--- src/design/tsr_pkg.sv ---
// Shared constants and types of the timestamped reply framer.
package tsr_pkg;

  // Item operation codes
  localparam logic OP_START = 1'b0;
  localparam logic OP_DATA  = 1'b1;

  // Default configuration
  localparam int unsigned MAX_PAYLOAD_DEF = 245;
  localparam int unsigned FIFO_DEPTH_DEF  = 4;

  // Frame constants
  localparam logic [7:0]  LEN_EXTRA = 8'd10;
  localparam logic [7:0]  PORT_BYTE = 8'hFF;
  localparam logic [7:0]  TS_FLAG   = 8'h10;
  localparam logic [19:0] US_PER_S  = 20'd1000000;
  localparam int unsigned SUB_SHIFT = 5;

  // Time split: one million is 64 * 15625, the odd factor is divided in
  // 16-bit digits by a reciprocal multiply, exact for partials below 2^30
  localparam logic [13:0] DIV_DIVISOR     = 14'd15625;
  localparam logic [30:0] DIV_RECIP       = 31'd1125899907;  // ceil(2^44 / 15625)
  localparam int unsigned DIV_RECIP_SHIFT = 44;
  localparam int unsigned DIV_STEPS       = 8;               // 4 digits, each a multiply step and a remainder step
  localparam int unsigned DIV_CNT_W       = $clog2(DIV_STEPS + 1);

  // Classified item handed from the front to the back
  typedef struct packed {
    logic        op;
    logic [7:0]  msg_type;
    logic [7:0]  reg_address;
    logic [7:0]  kind;        // payload kind with timestamp flag
    logic [7:0]  len;         // length byte, count + 10
    logic [63:0] time_us;
    logic [7:0]  data;
    logic        closes;      // checksum follows this item
  } item_t;

  // Divider status and result
  typedef struct packed {
    logic        busy;
    logic [31:0] secs;
    logic [19:0] rem;
  } div_rsp_t;

endpackage

--- src/design/tsr_if.sv ---
// Valid/ready channel interfaces for request items and frame bytes.
interface tsr_in_if;
  logic        valid;
  logic        ready;
  logic        op;
  logic [7:0]  msg_type;
  logic [7:0]  reg_address;
  logic [7:0]  payload_kind;
  logic [7:0]  payload_count;
  logic [63:0] time_us;
  logic [7:0]  data_byte;

  modport source (
    output valid, op, msg_type, reg_address, payload_kind, payload_count, time_us,
           data_byte,
    input  ready
  );
  modport sink (
    input  valid, op, msg_type, reg_address, payload_kind, payload_count, time_us,
           data_byte,
    output ready
  );
endinterface

interface tsr_out_if;
  logic       valid;
  logic       ready;
  logic [7:0] out_byte;
  logic       frame_end;

  modport source (output valid, out_byte, frame_end, input ready);
  modport sink (input valid, out_byte, frame_end, output ready);
endinterface

--- src/design/tsr_front.sv ---
// Front end: accepts items, tracks the open frame, drops stray payload beats.
module tsr_front #(
  parameter int unsigned MaxPayload = tsr_pkg::MAX_PAYLOAD_DEF
) (
  input  logic            clk_i,
  input  logic            rst_ni,
  tsr_in_if.sink          in_i,
  output tsr_pkg::item_t  item_o,
  output logic            push_o,
  input  logic            full_i
);

  logic       open_q, open_d;
  logic [7:0] left_q, left_d;
  logic       accept;
  logic       is_start;
  logic [7:0] cnt_sat;

  assign in_i.ready = !full_i;
  assign accept     = in_i.valid && in_i.ready;
  assign is_start   = (in_i.op == tsr_pkg::OP_START);

  // Saturate the payload length
  assign cnt_sat = (in_i.payload_count > 8'(MaxPayload)) ? 8'(MaxPayload)
                                                         : in_i.payload_count;

  // Forward starts always, payload beats only inside an open frame
  assign push_o = accept && (is_start || open_q);

  always_comb begin
    item_o.op          = in_i.op;
    item_o.msg_type    = in_i.msg_type;
    item_o.reg_address = in_i.reg_address;
    item_o.kind        = in_i.payload_kind | tsr_pkg::TS_FLAG;
    item_o.len         = cnt_sat + tsr_pkg::LEN_EXTRA;
    item_o.time_us     = in_i.time_us;
    item_o.data        = in_i.data_byte;
    item_o.closes      = is_start ? (cnt_sat == 8'd0) : (left_q == 8'd1);
  end

  // Frame tracking
  always_comb begin
    open_d = open_q;
    left_d = left_q;
    if (accept) begin
      if (is_start) begin
        open_d = (cnt_sat != 8'd0);
        left_d = cnt_sat;
      end else if (open_q) begin
        left_d = left_q - 8'd1;
        open_d = (left_q != 8'd1);
      end
    end
  end

  always_ff @(posedge clk_i or negedge rst_ni) begin
    if (!rst_ni) begin
      open_q <= 1'b0;
      left_q <= 8'd0;
    end else begin
      open_q <= open_d;
      left_q <= left_d;
    end
  end

endmodule

--- src/design/tsr_fifo.sv ---
// Small flop-based queue between the front and the back.
module tsr_fifo #(
  parameter int unsigned Depth = tsr_pkg::FIFO_DEPTH_DEF
) (
  input  logic            clk_i,
  input  logic            rst_ni,
  input  logic            push_i,
  input  tsr_pkg::item_t  item_i,
  output logic            full_o,
  input  logic            pop_i,
  output logic            empty_o,
  output tsr_pkg::item_t  item_o
);

  localparam int unsigned PtrW = (Depth > 1) ? $clog2(Depth) : 1;
  localparam int unsigned CntW = $clog2(Depth + 1);

  tsr_pkg::item_t mem_q [Depth];
  logic [PtrW-1:0] wptr_q, rptr_q;
  logic [CntW-1:0] cnt_q;

  assign full_o  = (cnt_q == CntW'(Depth));
  assign empty_o = (cnt_q == '0);
  assign item_o  = mem_q[rptr_q];

  // Storage
  always_ff @(posedge clk_i) begin
    if (push_i) begin
      mem_q[wptr_q] <= item_i;
    end
  end

  // Pointers and fill count
  always_ff @(posedge clk_i or negedge rst_ni) begin
    if (!rst_ni) begin
      wptr_q <= '0;
      rptr_q <= '0;
      cnt_q  <= '0;
    end else begin
      if (push_i) begin
        wptr_q <= (wptr_q == PtrW'(Depth - 1)) ? '0 : wptr_q + 1'b1;
      end
      if (pop_i) begin
        rptr_q <= (rptr_q == PtrW'(Depth - 1)) ? '0 : rptr_q + 1'b1;
      end
      case ({push_i, pop_i})
        2'b10:   cnt_q <= cnt_q + 1'b1;
        2'b01:   cnt_q <= cnt_q - 1'b1;
        default: cnt_q <= cnt_q;
      endcase
    end
  end

endmodule

--- src/design/tsr_div.sv ---
// Multi-cycle divider of the microsecond time by one million.
module tsr_div (
  input  logic              clk_i,
  input  logic              rst_ni,
  input  logic              start_i,
  input  logic [63:0]       dividend_i,
  output tsr_pkg::div_rsp_t rsp_o
);

  logic                          busy_q;
  logic [tsr_pkg::DIV_CNT_W-1:0] cnt_q;
  logic [63:0]                   dvd_q;   // time over 64, digits taken from the top
  logic [5:0]                    low_q;   // time bits below the factor 64
  logic [13:0]                   rem_q;
  logic [31:0]                   quo_q;
  logic [29:0]                   part_q;  // partial dividend of the current digit
  logic [15:0]                   qd_q;    // quotient digit
  logic [29:0]                   part;
  logic [60:0]                   prod;
  logic [15:0]                   qd;
  logic [29:0]                   qd_mul;
  logic                          mul_phase;

  // Even count: reciprocal multiply; odd count: remainder of the digit
  assign mul_phase = !cnt_q[0];
  assign part      = {rem_q, dvd_q[63:48]};
  assign prod      = {31'd0, part} * {30'd0, tsr_pkg::DIV_RECIP};
  assign qd        = prod[tsr_pkg::DIV_RECIP_SHIFT +: 16];
  assign qd_mul    = {14'd0, qd_q} * {16'd0, tsr_pkg::DIV_DIVISOR};

  assign rsp_o.busy = busy_q;
  assign rsp_o.secs = quo_q;
  assign rsp_o.rem  = {rem_q, low_q};

  // Radix-2^16 long division, the low 32 quotient bits are kept
  always_ff @(posedge clk_i) begin
    if (start_i) begin
      dvd_q <= {6'd0, dividend_i[63:6]};
      low_q <= dividend_i[5:0];
      rem_q <= '0;
      quo_q <= '0;
    end else if (busy_q) begin
      if (mul_phase) begin
        part_q <= part;
        qd_q   <= qd;
        dvd_q  <= {dvd_q[47:0], 16'd0};
      end else begin
        rem_q <= 14'(part_q - qd_mul);
        quo_q <= {quo_q[15:0], qd_q};
      end
    end
  end

  always_ff @(posedge clk_i or negedge rst_ni) begin
    if (!rst_ni) begin
      busy_q <= 1'b0;
      cnt_q  <= '0;
    end else if (start_i) begin
      busy_q <= 1'b1;
      cnt_q  <= tsr_pkg::DIV_CNT_W'(tsr_pkg::DIV_STEPS);
    end else if (busy_q) begin
      cnt_q  <= cnt_q - 1'b1;
      busy_q <= (cnt_q != tsr_pkg::DIV_CNT_W'(1));
    end
  end

endmodule

--- src/design/tsr_back.sv ---
// Back end: serializes each queued item into frame bytes and the checksum.
module tsr_back (
  input  logic              clk_i,
  input  logic              rst_ni,
  input  logic              empty_i,
  input  tsr_pkg::item_t    item_i,
  output logic              pop_o,
  output logic              div_start_o,
  input  tsr_pkg::div_rsp_t div_rsp_i,
  tsr_out_if.source         out_o
);

  // Byte positions within an item
  localparam logic [3:0] IDX_TYPE  = 4'd0;
  localparam logic [3:0] IDX_LEN   = 4'd1;
  localparam logic [3:0] IDX_ADDR  = 4'd2;
  localparam logic [3:0] IDX_PORT  = 4'd3;
  localparam logic [3:0] IDX_KIND  = 4'd4;
  localparam logic [3:0] IDX_SEC0  = 4'd5;
  localparam logic [3:0] IDX_SEC1  = 4'd6;
  localparam logic [3:0] IDX_SEC2  = 4'd7;
  localparam logic [3:0] IDX_SEC3  = 4'd8;
  localparam logic [3:0] IDX_SUB0  = 4'd9;
  localparam logic [3:0] IDX_SUB1  = 4'd10;
  localparam logic [3:0] IDX_CSUM  = 4'd11;
  localparam logic [3:0] IDX_DATA  = 4'd0;
  localparam logic [3:0] IDX_PCSUM = 4'd1;

  tsr_pkg::item_t cur_q;
  logic           cur_valid_q;
  logic [3:0]     idx_q;
  logic [7:0]     sum_q;
  logic           out_valid_q;
  logic [7:0]     out_byte_q;
  logic           frame_end_q;

  logic           is_start;
  logic           can_emit;
  logic           is_csum;
  logic           last;
  logic           done;
  logic [7:0]     byte_w;
  logic [15:0]    sub_w;

  assign sub_w    = 16'(div_rsp_i.rem >> tsr_pkg::SUB_SHIFT);
  assign is_start = (cur_q.op == tsr_pkg::OP_START);

  // Time bytes wait for the divider
  assign can_emit = cur_valid_q && (!out_valid_q || out_o.ready)
                    && !(is_start && (idx_q >= IDX_SEC0) && div_rsp_i.busy);

  assign is_csum = is_start ? (idx_q == IDX_CSUM) : (idx_q == IDX_PCSUM);
  assign last    = is_start ? ((idx_q == IDX_SUB1) && !cur_q.closes) || (idx_q == IDX_CSUM)
                            : ((idx_q == IDX_DATA) && !cur_q.closes) || (idx_q == IDX_PCSUM);
  assign done    = can_emit && last;

  assign pop_o       = !empty_i && (!cur_valid_q || done);
  assign div_start_o = pop_o && (item_i.op == tsr_pkg::OP_START);

  // Byte select
  always_comb begin
    byte_w = sum_q;
    if (is_start) begin
      unique case (idx_q)
        IDX_TYPE: byte_w = cur_q.msg_type;
        IDX_LEN:  byte_w = cur_q.len;
        IDX_ADDR: byte_w = cur_q.reg_address;
        IDX_PORT: byte_w = tsr_pkg::PORT_BYTE;
        IDX_KIND: byte_w = cur_q.kind;
        IDX_SEC0: byte_w = div_rsp_i.secs[7:0];
        IDX_SEC1: byte_w = div_rsp_i.secs[15:8];
        IDX_SEC2: byte_w = div_rsp_i.secs[23:16];
        IDX_SEC3: byte_w = div_rsp_i.secs[31:24];
        IDX_SUB0: byte_w = sub_w[7:0];
        IDX_SUB1: byte_w = sub_w[15:8];
        default:  byte_w = sum_q;
      endcase
    end else if (idx_q == IDX_DATA) begin
      byte_w = cur_q.data;
    end
  end

  // Current item
  always_ff @(posedge clk_i) begin
    if (pop_o) begin
      cur_q <= item_i;
    end
  end

  always_ff @(posedge clk_i or negedge rst_ni) begin
    if (!rst_ni) begin
      cur_valid_q <= 1'b0;
      idx_q       <= '0;
      sum_q       <= 8'd0;
    end else begin
      if (pop_o) begin
        cur_valid_q <= 1'b1;
        idx_q       <= '0;
      end else if (done) begin
        cur_valid_q <= 1'b0;
      end else if (can_emit) begin
        idx_q <= idx_q + 4'd1;
      end
      // Running checksum, restarted on the first header byte
      if (can_emit) begin
        if (is_csum) begin
          sum_q <= 8'd0;
        end else if (is_start && (idx_q == IDX_TYPE)) begin
          sum_q <= byte_w;
        end else begin
          sum_q <= sum_q + byte_w;
        end
      end
    end
  end

  // Output register
  always_ff @(posedge clk_i or negedge rst_ni) begin
    if (!rst_ni) begin
      out_valid_q <= 1'b0;
    end else if (can_emit) begin
      out_valid_q <= 1'b1;
    end else if (out_o.ready) begin
      out_valid_q <= 1'b0;
    end
  end

  always_ff @(posedge clk_i) begin
    if (can_emit) begin
      out_byte_q  <= byte_w;
      frame_end_q <= is_csum;
    end
  end

  assign out_o.valid     = out_valid_q;
  assign out_o.out_byte  = out_byte_q;
  assign out_o.frame_end = frame_end_q;

endmodule

--- src/design/timestamped_reply_framer.sv ---
// Timestamped reply framer: turns reply requests into a framed byte stream.
//
// Channels: in_i carries request items (op 0 opens a frame with header
// fields and a 64-bit microsecond time, op 1 carries one payload byte);
// out_o carries one frame byte per beat, frame_end marking the checksum.
// A start item yields type, length, address, port, kind, four bytes of
// seconds, two bytes of sub-second and, for an empty frame, the checksum.
// Payload beats outside an open frame are dropped at the front.
// A payload beat passes the queue, the current-item register and the output
// register on its way to out_o. Throughput: one payload byte per cycle while
// the queue holds items and the receiver is ready. The time bytes of a start
// item wait for the divider that splits the time into seconds in four 16-bit
// digits; the five header bytes leave while it runs.
// The front keeps accepting into a FifoDepth queue while the back works.
// When the receiver stalls, the output register holds its beat, the back
// stops, the queue fills and in_i.ready drops when it is full.
// Reset clears the frame state, the queue, the checksum and the output.
module timestamped_reply_framer #(
  parameter int unsigned MaxPayload = tsr_pkg::MAX_PAYLOAD_DEF,
  parameter int unsigned FifoDepth  = tsr_pkg::FIFO_DEPTH_DEF
) (
  input  logic       clk_i,
  input  logic       rst_ni,
  tsr_in_if.sink     in_i,
  tsr_out_if.source  out_o
);

  tsr_pkg::item_t    push_item;
  tsr_pkg::item_t    head_item;
  tsr_pkg::div_rsp_t div_rsp;
  logic              push;
  logic              full;
  logic              pop;
  logic              empty;
  logic              div_start;

  // Classification
  tsr_front #(.MaxPayload(MaxPayload)) u_front (
    .clk_i  (clk_i),
    .rst_ni (rst_ni),
    .in_i   (in_i),
    .item_o (push_item),
    .push_o (push),
    .full_i (full)
  );

  // Decoupling queue
  tsr_fifo #(.Depth(FifoDepth)) u_fifo (
    .clk_i   (clk_i),
    .rst_ni  (rst_ni),
    .push_i  (push),
    .item_i  (push_item),
    .full_o  (full),
    .pop_i   (pop),
    .empty_o (empty),
    .item_o  (head_item)
  );

  // Time split
  tsr_div u_div (
    .clk_i      (clk_i),
    .rst_ni     (rst_ni),
    .start_i    (div_start),
    .dividend_i (head_item.time_us),
    .rsp_o      (div_rsp)
  );

  // Serializer
  tsr_back u_back (
    .clk_i       (clk_i),
    .rst_ni      (rst_ni),
    .empty_i     (empty),
    .item_i      (head_item),
    .pop_o       (pop),
    .div_start_o (div_start),
    .div_rsp_i   (div_rsp),
    .out_o       (out_o)
  );

  // A new division only starts once the previous frame has used its result
  a_div_idle_on_start: assert property (@(posedge clk_i) disable iff (!rst_ni)
    div_start |-> !div_rsp.busy)
    else $error("divider restarted while busy");

  a_div_runs: assert property (@(posedge clk_i) disable iff (!rst_ni)
    div_start |=> div_rsp.busy)
    else $error("divider did not start");

  a_pop_nonempty: assert property (@(posedge clk_i) disable iff (!rst_ni)
    pop |-> !empty)
    else $error("pop from empty queue");

endmodule
--- src/flat_wrapper.sv ---
// flat-port wrapper written by rule: the top's interface ports become plain ports
module timestamped_reply_framer_flat 
#(
  parameter int unsigned MaxPayload = tsr_pkg::MAX_PAYLOAD_DEF,
  parameter int unsigned FifoDepth  = tsr_pkg::FIFO_DEPTH_DEF
)
  (clk_i, rst_ni, in_i_valid, in_i_op, in_i_msg_type, in_i_reg_address, in_i_payload_kind, in_i_payload_count, in_i_time_us, in_i_data_byte, in_i_ready, out_o_valid, out_o_out_byte, out_o_frame_end, out_o_ready);
  tsr_in_if in_i_i ();
  tsr_out_if out_o_i ();
  input  logic clk_i;
  input  logic rst_ni;
  input wire logic [$bits(in_i_i.valid)-1:0] in_i_valid;
  input wire logic [$bits(in_i_i.op)-1:0] in_i_op;
  input wire logic [$bits(in_i_i.msg_type)-1:0] in_i_msg_type;
  input wire logic [$bits(in_i_i.reg_address)-1:0] in_i_reg_address;
  input wire logic [$bits(in_i_i.payload_kind)-1:0] in_i_payload_kind;
  input wire logic [$bits(in_i_i.payload_count)-1:0] in_i_payload_count;
  input wire logic [$bits(in_i_i.time_us)-1:0] in_i_time_us;
  input wire logic [$bits(in_i_i.data_byte)-1:0] in_i_data_byte;
  output wire logic [$bits(in_i_i.ready)-1:0] in_i_ready;
  output wire logic [$bits(out_o_i.valid)-1:0] out_o_valid;
  output wire logic [$bits(out_o_i.out_byte)-1:0] out_o_out_byte;
  output wire logic [$bits(out_o_i.frame_end)-1:0] out_o_frame_end;
  input wire logic [$bits(out_o_i.ready)-1:0] out_o_ready;
  assign in_i_i.valid = in_i_valid;
  assign in_i_i.op = in_i_op;
  assign in_i_i.msg_type = in_i_msg_type;
  assign in_i_i.reg_address = in_i_reg_address;
  assign in_i_i.payload_kind = in_i_payload_kind;
  assign in_i_i.payload_count = in_i_payload_count;
  assign in_i_i.time_us = in_i_time_us;
  assign in_i_i.data_byte = in_i_data_byte;
  assign in_i_ready = in_i_i.ready;
  assign out_o_valid = out_o_i.valid;
  assign out_o_out_byte = out_o_i.out_byte;
  assign out_o_frame_end = out_o_i.frame_end;
  assign out_o_i.ready = out_o_ready;
  timestamped_reply_framer #(.MaxPayload(MaxPayload), .FifoDepth(FifoDepth)) u_core (.clk_i(clk_i), .rst_ni(rst_ni), .in_i(in_i_i), .out_o(out_o_i));
endmodule
--- config.mk ---
export PLATFORM = sky130hd
export DESIGN_NAME = timestamped_reply_framer_flat
export DESIGN_NICKNAME = d
export VERILOG_FILES = /design/src/design/tsr_pkg.sv /design/src/design/tsr_if.sv /design/src/design/tsr_front.sv /design/src/design/tsr_fifo.sv /design/src/design/tsr_div.sv /design/src/design/tsr_back.sv /design/src/design/timestamped_reply_framer.sv /design/src/flat_wrapper.sv
export SDC_FILE = /design/constraint.sdc
export NUM_CORES = 2
export LEC_CHECK = 0
export BUFFER_PORTS_ARGS = -buffer_cell sky130_fd_sc_hd__buf_2
export CAP_MARGIN = 20
export CORE_MARGIN = 1.5
export CORE_UTILIZATION = 50
export DETAILED_ROUTE_END_ITERATION = 7
export PLACE_DENSITY = 0.73
export SLEW_MARGIN = 10
export SYNTH_ARGS = -nofsm -noshare
export SYNTH_HDL_FRONTEND = slang
export SYNTH_SLANG_ARGS = --single-unit
export TNS_END_PERCENT = 30
--- constraint.sdc ---
create_clock -name clk_i -period 10.04 [get_ports clk_i]
set_clock_uncertainty 0.15 [all_clocks]
set_input_delay 1.004 -clock clk_i [delete_from_list [all_inputs] [get_ports clk_i]]
set_output_delay 1.004 -clock clk_i [all_outputs]
set_load 0.02 [all_outputs]
# Word level (Yosys, flattened, before mapping)
# Memory sizes are Yosys's and may differ from the RTL's.
# Cells that the tools add are included.
# word_totals
mem_count	1
regBits	232
in_bits	109
output_inout_bits	11
mem_bits_rw	420
rom_bits	0
word_cells	139
latchBits	0
# memory_table
memory	words	width	rd	rd_ports_with_merged_regs	write_ports	line_no	text
u_core.u_fifo.mem_q	4	105	1	0	1	tsr_fifo.sv:18	tsr_pkg::item_t mem_q [Depth];
# op_classes
shift	0
n_div	0
eq_ne	22
n_bitwise	5
order_cmp	2
multipliers	2
muxes	32
n_addsub	10
n_reduce_logical	38
# op_table
operator	count
$mux W58	3
$pmux W8 S11	1
$mul A30 B31 Y60 const B	1
$mux W8	7
$mux W4	5
$eq A4 B3 Y1 const B	4
$eq A4 B4 Y1 const B	4
$mul A16 B14 Y14 const B	1
$sub A14 B14 Y14	1
$mux W1	13
$logic_and A1 B1 Y1	12
$reduce_and A2 Y1	5
$reduce_bool A2 Y1	5
$add A8 B4 Y8 const B	1
$add A8 B8 Y8	1
$eq A4 B2 Y1 const B	2
$eq A8 B1 Y1 const B	1
$gt A8 B8 Y1 const B	1
$logic_not A8 Y1	1
$ne A8 B1 Y1 const B	1
$reduce_bool A8 Y1	1
$sub A8 B1 Y8 const B	1
$eq A2 B2 Y1 const B	3
$logic_not A1 Y1	6
19 further kinds	30

# Longest topological paths before layout
# depth
word_depth	11
depth_mapped	25
ltp_nobuf	25

# Modules after synthesis
# From an unflattened synthesis, not the netlist that was laid out.
# unflattened
hier_cells	3059
hier_area_um2	41718.8
# modules_own_cells
mod	seq_area_each_um2	cells_each	area_per_inst_um2	instances
tsr_div	3988.8	1954	20875.0	1
tsr_fifo	12907.4	592	15678.8	1
tsr_back	1881.8	315	3593.4	1
tsr_front	225.2	198	1571.5	1

# Least setup slack after synthesis
# Ideal clock, no wire load.
# synth_path
path_type	register -> register
from	register u_core.u_div.dvd_q[52]
to	register u_core.u_div.qd_q[7], data pin
path_buffers	0
arrival_time_ns	6.672
path_stages_with_launch	24
required_time_ns	9.710
setup_ns	0.180
slack_ns	3.038
synth_period_minus_slack_ns	7.002
cell_sequence	edfxtp_1 -> inv_1 -> fa_1 -> inv_1 -> fa_1 -> inv_1 -> fa_1 -> fa_1 -> inv_1 -> fa_1 -> fa_1 -> fa_1 -> inv_1 -> fa_1 -> inv_1 -> ha_1 -> a21o_1 -> a21o_1 -> a2111oi_2 -> nand4_1 -> nand3_1 -> nand2_1 -> a2111o_1 -> o311ai_1
# synth_via
elab_chain_len	1
# synth_rtl
element	line_no	text
start, declared	tsr_div.sv:12	logic [63:0] dvd_q;
start signal, assigned	tsr_div.sv:38	dvd_q <= {6'd0, dividend_i[63:6]};
start signal, assigned	tsr_div.sv:46	dvd_q <= {dvd_q[47:0], 16'd0};
$mul A30 B31 Y60	tsr_div.sv:27	assign prod = {31'd0, part} * {30'd0, tsr_pkg::DIV_RECIP};
net u_core.u_div.prod[51]	tsr_div.sv:19	logic [60:0] prod;
end signal, assigned	tsr_div.sv:45	qd_q <= qd;
end, declared	tsr_div.sv:17	logic [15:0] qd_q;
# The timed path passes the listed nets, and every way through them passes these cells.
# A chain may end at the register's enable or synchronous reset.

# Final worst setup path
# layout_path
from	register u_core.u_div.dvd_q[61]
to	register u_core.u_div.qd_q[7], data pin
# Same word-level chain as after synthesis.

==> impl.org <==
** Synthesis
- Leading cell types by total area after synthesis :: sky130_fd_sc_hd__edfxtp_1 41%, sky130_fd_sc_hd__fa_1 17%, sky130_fd_sc_hd__ha_1 13%, sky130_fd_sc_hd__mux4_2 5.7%, sky130_fd_sc_hd__inv_1 5.2%
- Ys flop type :: sky130_fd_sc_hd__edfxtp_1
- Dominant cell type by area after synthesis :: sky130_fd_sc_hd__edfxtp_1
- Average cell area after synthesis :: between 10 and 15 sq um
- Ranking of synthesized cells by instance count :: 550 x sky130_fd_sc_hd__inv_1, 539 x sky130_fd_sc_hd__edfxtp_1, 415 x sky130_fd_sc_hd__ha_1, 330 x sky130_fd_sc_hd__fa_1, 278 x sky130_fd_sc_hd__nand2_1
- In the post-synthesis netlist, the cell with the most instances is sky130_fd_sc_hd__inv_1.
- Post-synth EDFFs :: ~540
- Instance count of the mapped netlist :: a little under 3000
- The share of synthesized area in the top cell type comes to 0.411.
- For this run, the register share of the synthesized area comes to 0.459.
- Syn Nets :: about 3800
- Post-synth ARST share :: 0.0559
- Number of library cell types mapped by synthesis :: 76
- Post-synthesis cell area :: 39400 sq um
- Syn. warnings :: 0
- Number of register bits inferred by synthesis :: 626

** Setup path
- In this run the critical register-to-register path is captured at u_core.u_div.qd_q[7]$_DFFE_PP_.
- Among all stages on the critical path, the largest delay is contributed by sky130_fd_sc_hd__dfxtp_1.
- Counting stages on the worst path, the most repeated cell is sky130_fd_sc_hd__fa_1.
- Register-to-register path setup slack :: between 2 and 2.5 ns
- On the critical path the largest part of the delay comes from adder cells.
- Nature of the critical path endpoint :: flip-flop
- Worst Setup Path Type :: reg2reg
- At the worst endpoint, the required time is between 10 and 15 ns.
- Buffering stage count on the worst path with inverters included :: 6
- Highest fanout seen on the critical path :: 7
- Largest stage delay on the critical path :: ~0.7 ns
- Crit path cell chain :: inv_1, fa_1, fa_1, fa_1, inv_1, fa_1, inv_1, fa_1, inv_1, fa_1, fa_1, inv_1, fa_1, inv_1, ha_1, a21oi_1, o21bai_1, a2111oi_2, nand4_1, nand3_1, nand2_1, a2111o_1, o311ai_1
- STA classifies the critical path startpoint as a flip-flop.
- Reg-to-reg critical path startpoint :: u_core.u_div.dvd_q[61]$_SDFFE_PP0P_
- For the worst setup path, the data arrival time is about 8 ns.
- The worst register-to-register path has a depth of 23.

** Routing
- Summed over all layers, the routed wires come to between 80 and 90 mm.
- First-pass DRT Iterations :: 8
- Routed WL per cell :: 20.0 um
- Via count of the routed design :: 22400
- The detailed router finished its first iteration with about 1700 violations.
- Dividing the detail-routed via count by the number of cells gives roughly 5.4.
- The count of nets left with antenna violations once routing finished came out at 0.
- DR DRC count :: 0

** Placed design
- The congestion estimate from routability-driven global placement came to between 0.9 and 1.
- Once detailed placement completed, the half-perimeter wirelength came to 61.8 mm.
- Input and output buffers added on the ports amount to roughly 110.

** STA
- The hold violation total from the final report is 0.
- Max Clock Freq :: 125 MHz
- In the finished design, the share of the clock period the worst path needs comes to 0.794.
- Headroom to the max-slew limit came out at 0.293.
- Total count of max-transition violations in the final report :: 0
- Transition time at the pin with the least slew margin :: roughly 1.1 ns
- Unrepaired setup endpoints after global routing :: false
- For the final routed database, the setup TNS stands at 0 ns.
- The routed design could run at a clock period as short as about 8.0 ns.
- Final Setup Violations :: 0

** CTS
- Count of H-tree levels built during CTS :: 2
- Counting along the longest clock path gives a buffer depth of 3.
- Cts-stage hold buffer count :: 0
- For this design, the sink count on the clock tree is approximately 630.
- TritonCTS built the clock tree.
- Post-CTS Repair Setup Buffers :: 0
- CTS Buf Count :: 53
- Clock-pin transition on the worst setup and hold timing paths :: approximately 0.07 ns
- Clock tree root buffer cell :: sky130_fd_sc_hd__clkbuf_16
- CTS-repair resized insts :: 0
- Clock network latency to the later pin of the worst-skew pair :: around 0.60 ns

** Die
- Number of standard-cell rows in the floorplan :: 102
- In this run the standard cell core region covers 77700 sq um.
- 120 I/O pins were placed.
- Effective utilization at floorplan :: 0.507
- The die is roughly 280 um wide.
- Area of the die :: just over 80000 sq um
- Vert. Die Dim :: 284 um

** GRT
- Total global routing track utilization :: 0.212
- The number of global-route vias before repair was approximately 24000.
- The first global-routing pass estimated 133 mm of wire.
- Entering global routing, the biggest net connects 70 pins.
- The initial antenna violation count came to 10.
- Remaining global-route overflow :: 0

** Min path
- The worst hold path terminates at u_core.u_div.quo_q[26]$_SDFFE_PP0P_.
- Hold Path Cell Cnt :: 2
- The path class of the tightest hold or removal check is reg2reg.
- Worst min-delay path startpoint :: u_core.u_div.quo_q[26]$_SDFFE_PP0P_

** Run
- Max-cap violations in this run came to 0.

** Status
- Run status :: finished clean

** Cells and area
- Area overhead of the layout relative to synthesis :: 8.74%
- Of the cells placed in the final design, the portion with a size suffix greater than 1 is 0.113.
- For this run, the post-layout net count is roughly 4000.
-- flip-flops by register name, indices dropped and copies added, names as in the netlist --
signal and cells:
u_core.u_back.cur_q 41, u_core.u_back.cur_valid_q 1, u_core.u_back.idx_q 4, u_core.u_back.out_o.frame_end 1, u_core.u_back.out_o.out_byte 8, u_core.u_back.out_o.valid 1, u_core.u_back.sum_q 8, u_core.u_div.busy_q 1
u_core.u_div.cnt_q 4, u_core.u_div.dvd_q 64, u_core.u_div.low_q 1, u_core.u_div.part_q 14, u_core.u_div.qd_q 16, u_core.u_div.quo_q 32, u_core.u_div.rem_q 14, u_core.u_fifo.cnt_q 3
u_core.u_fifo.mem_q 400, u_core.u_fifo.rptr_q 2, u_core.u_fifo.wptr_q 2, u_core.u_front.left_q 8, u_core.u_front.open_q 1
-- metrics by stage --
stage	util	instances	instance area (sq um)	setup slack [ns]	hold WS (ns)
after floorplan	-	2955	39400	3.04	0.280
after global placement	0.529	4057	41100	2.14	0.290
after detailed placement	0.529	4057	41100	2.06	0.297
after CTS	0.551	4155	42800	2.07	0.306
after global routing	0.551	4157	42800	1.66	0.323
final	0.551	4158	42800	2.07	0.307
-- cells by family (layout without fill, tap and decap cells) --
| family | after synthesis | count (layout) | synth area share |
|---|---|---|---|
| muxes | 129 | 129 | 0.0649 |
| adders and majority gates | 745 | 745 | 0.299 |
| other | 0 | 3 | 0 |
| buffers and inverters | 620 | 780 | 0.0608 |
| xor gates and xnor gates | 58 | 58 | 0.0129 |
| DFF | 626 | 626 | 0.459 |
| AOI/OAI and AO/OA | 307 | 307 | 0.0499 |
| and+or+nand+nor | 470 | 470 | 0.0526 |
-- worst max-delay path by stage --
stage                                                   start                              end  slack (ns)  cells past startpoint
after floorplan              u_core.u_div.dvd_q[52]$_DFFE_PP_   u_core.u_div.qd_q[7]$_DFFE_PP_        3.04                     23
after CTS                    u_core.u_div.dvd_q[51]$_DFFE_PP_   u_core.u_div.qd_q[7]$_DFFE_PP_        2.07                     23
after global routing         u_core.u_div.dvd_q[51]$_DFFE_PP_  u_core.u_div.qd_q[10]$_DFFE_PP_        1.66                     23
after detailed placement     u_core.u_div.dvd_q[51]$_DFFE_PP_   u_core.u_div.qd_q[7]$_DFFE_PP_        2.06                     23
final                     u_core.u_div.dvd_q[61]$_SDFFE_PP0P_   u_core.u_div.qd_q[7]$_DFFE_PP_        2.07                     23
after global placement    u_core.u_div.dvd_q[60]$_SDFFE_PP0P_   u_core.u_div.qd_q[7]$_DFFE_PP_        2.14                     23
-- layer usage --
layer,share of wire,GRT usage,wire length [um],up-vias
met3,0.051,0.0319,4220,133
met2,0.49,0.357,41000,543
met1,0.42,0.284,35000,11300
li1,-,-,-,10400
met4,0.032,0.0670,2630,12
met5,0.00083,0,69,-
-- tightest hold or removal path, delay by kind of cell (launching register included) --
family	cells	cell delay (ns)
DFF	1	0.31
and+or+nand+nor	1	0.05
AOI/OAI and AO/OA	1	0.05
-- layout by cell type, fill, tap and decap left out, types with 35 or more instances in the layout --
cell                        count
sky130_fd_sc_hd__inv_1        550
sky130_fd_sc_hd__edfxtp_1     539
sky130_fd_sc_hd__ha_1         415
sky130_fd_sc_hd__fa_1         330
sky130_fd_sc_hd__nand2_1      277
sky130_fd_sc_hd__a21oi_1      126
sky130_fd_sc_hd__buf_2        113
sky130_fd_sc_hd__mux4_2       100
sky130_fd_sc_hd__clkbuf_16     54
sky130_fd_sc_hd__dfxtp_1       52
sky130_fd_sc_hd__nor2_1        49
sky130_fd_sc_hd__o21ai_0       48
sky130_fd_sc_hd__xnor2_1       44
sky130_fd_sc_hd__nand3_1       35
-- cell type report --
type	count	area (sq um)
tap	1040	1300
multi-input combinational	1709	18900
sequential	626	18100
antenna	3	7.51
clock buffer	61	1390
clock inverter	37	352
inverter	551	2070
fill	6248	34900
timing repair buffer	131	701
Power is not shown: default switching activity piles up to over one toggle a cycle in this logic, so the estimate is an artifact.
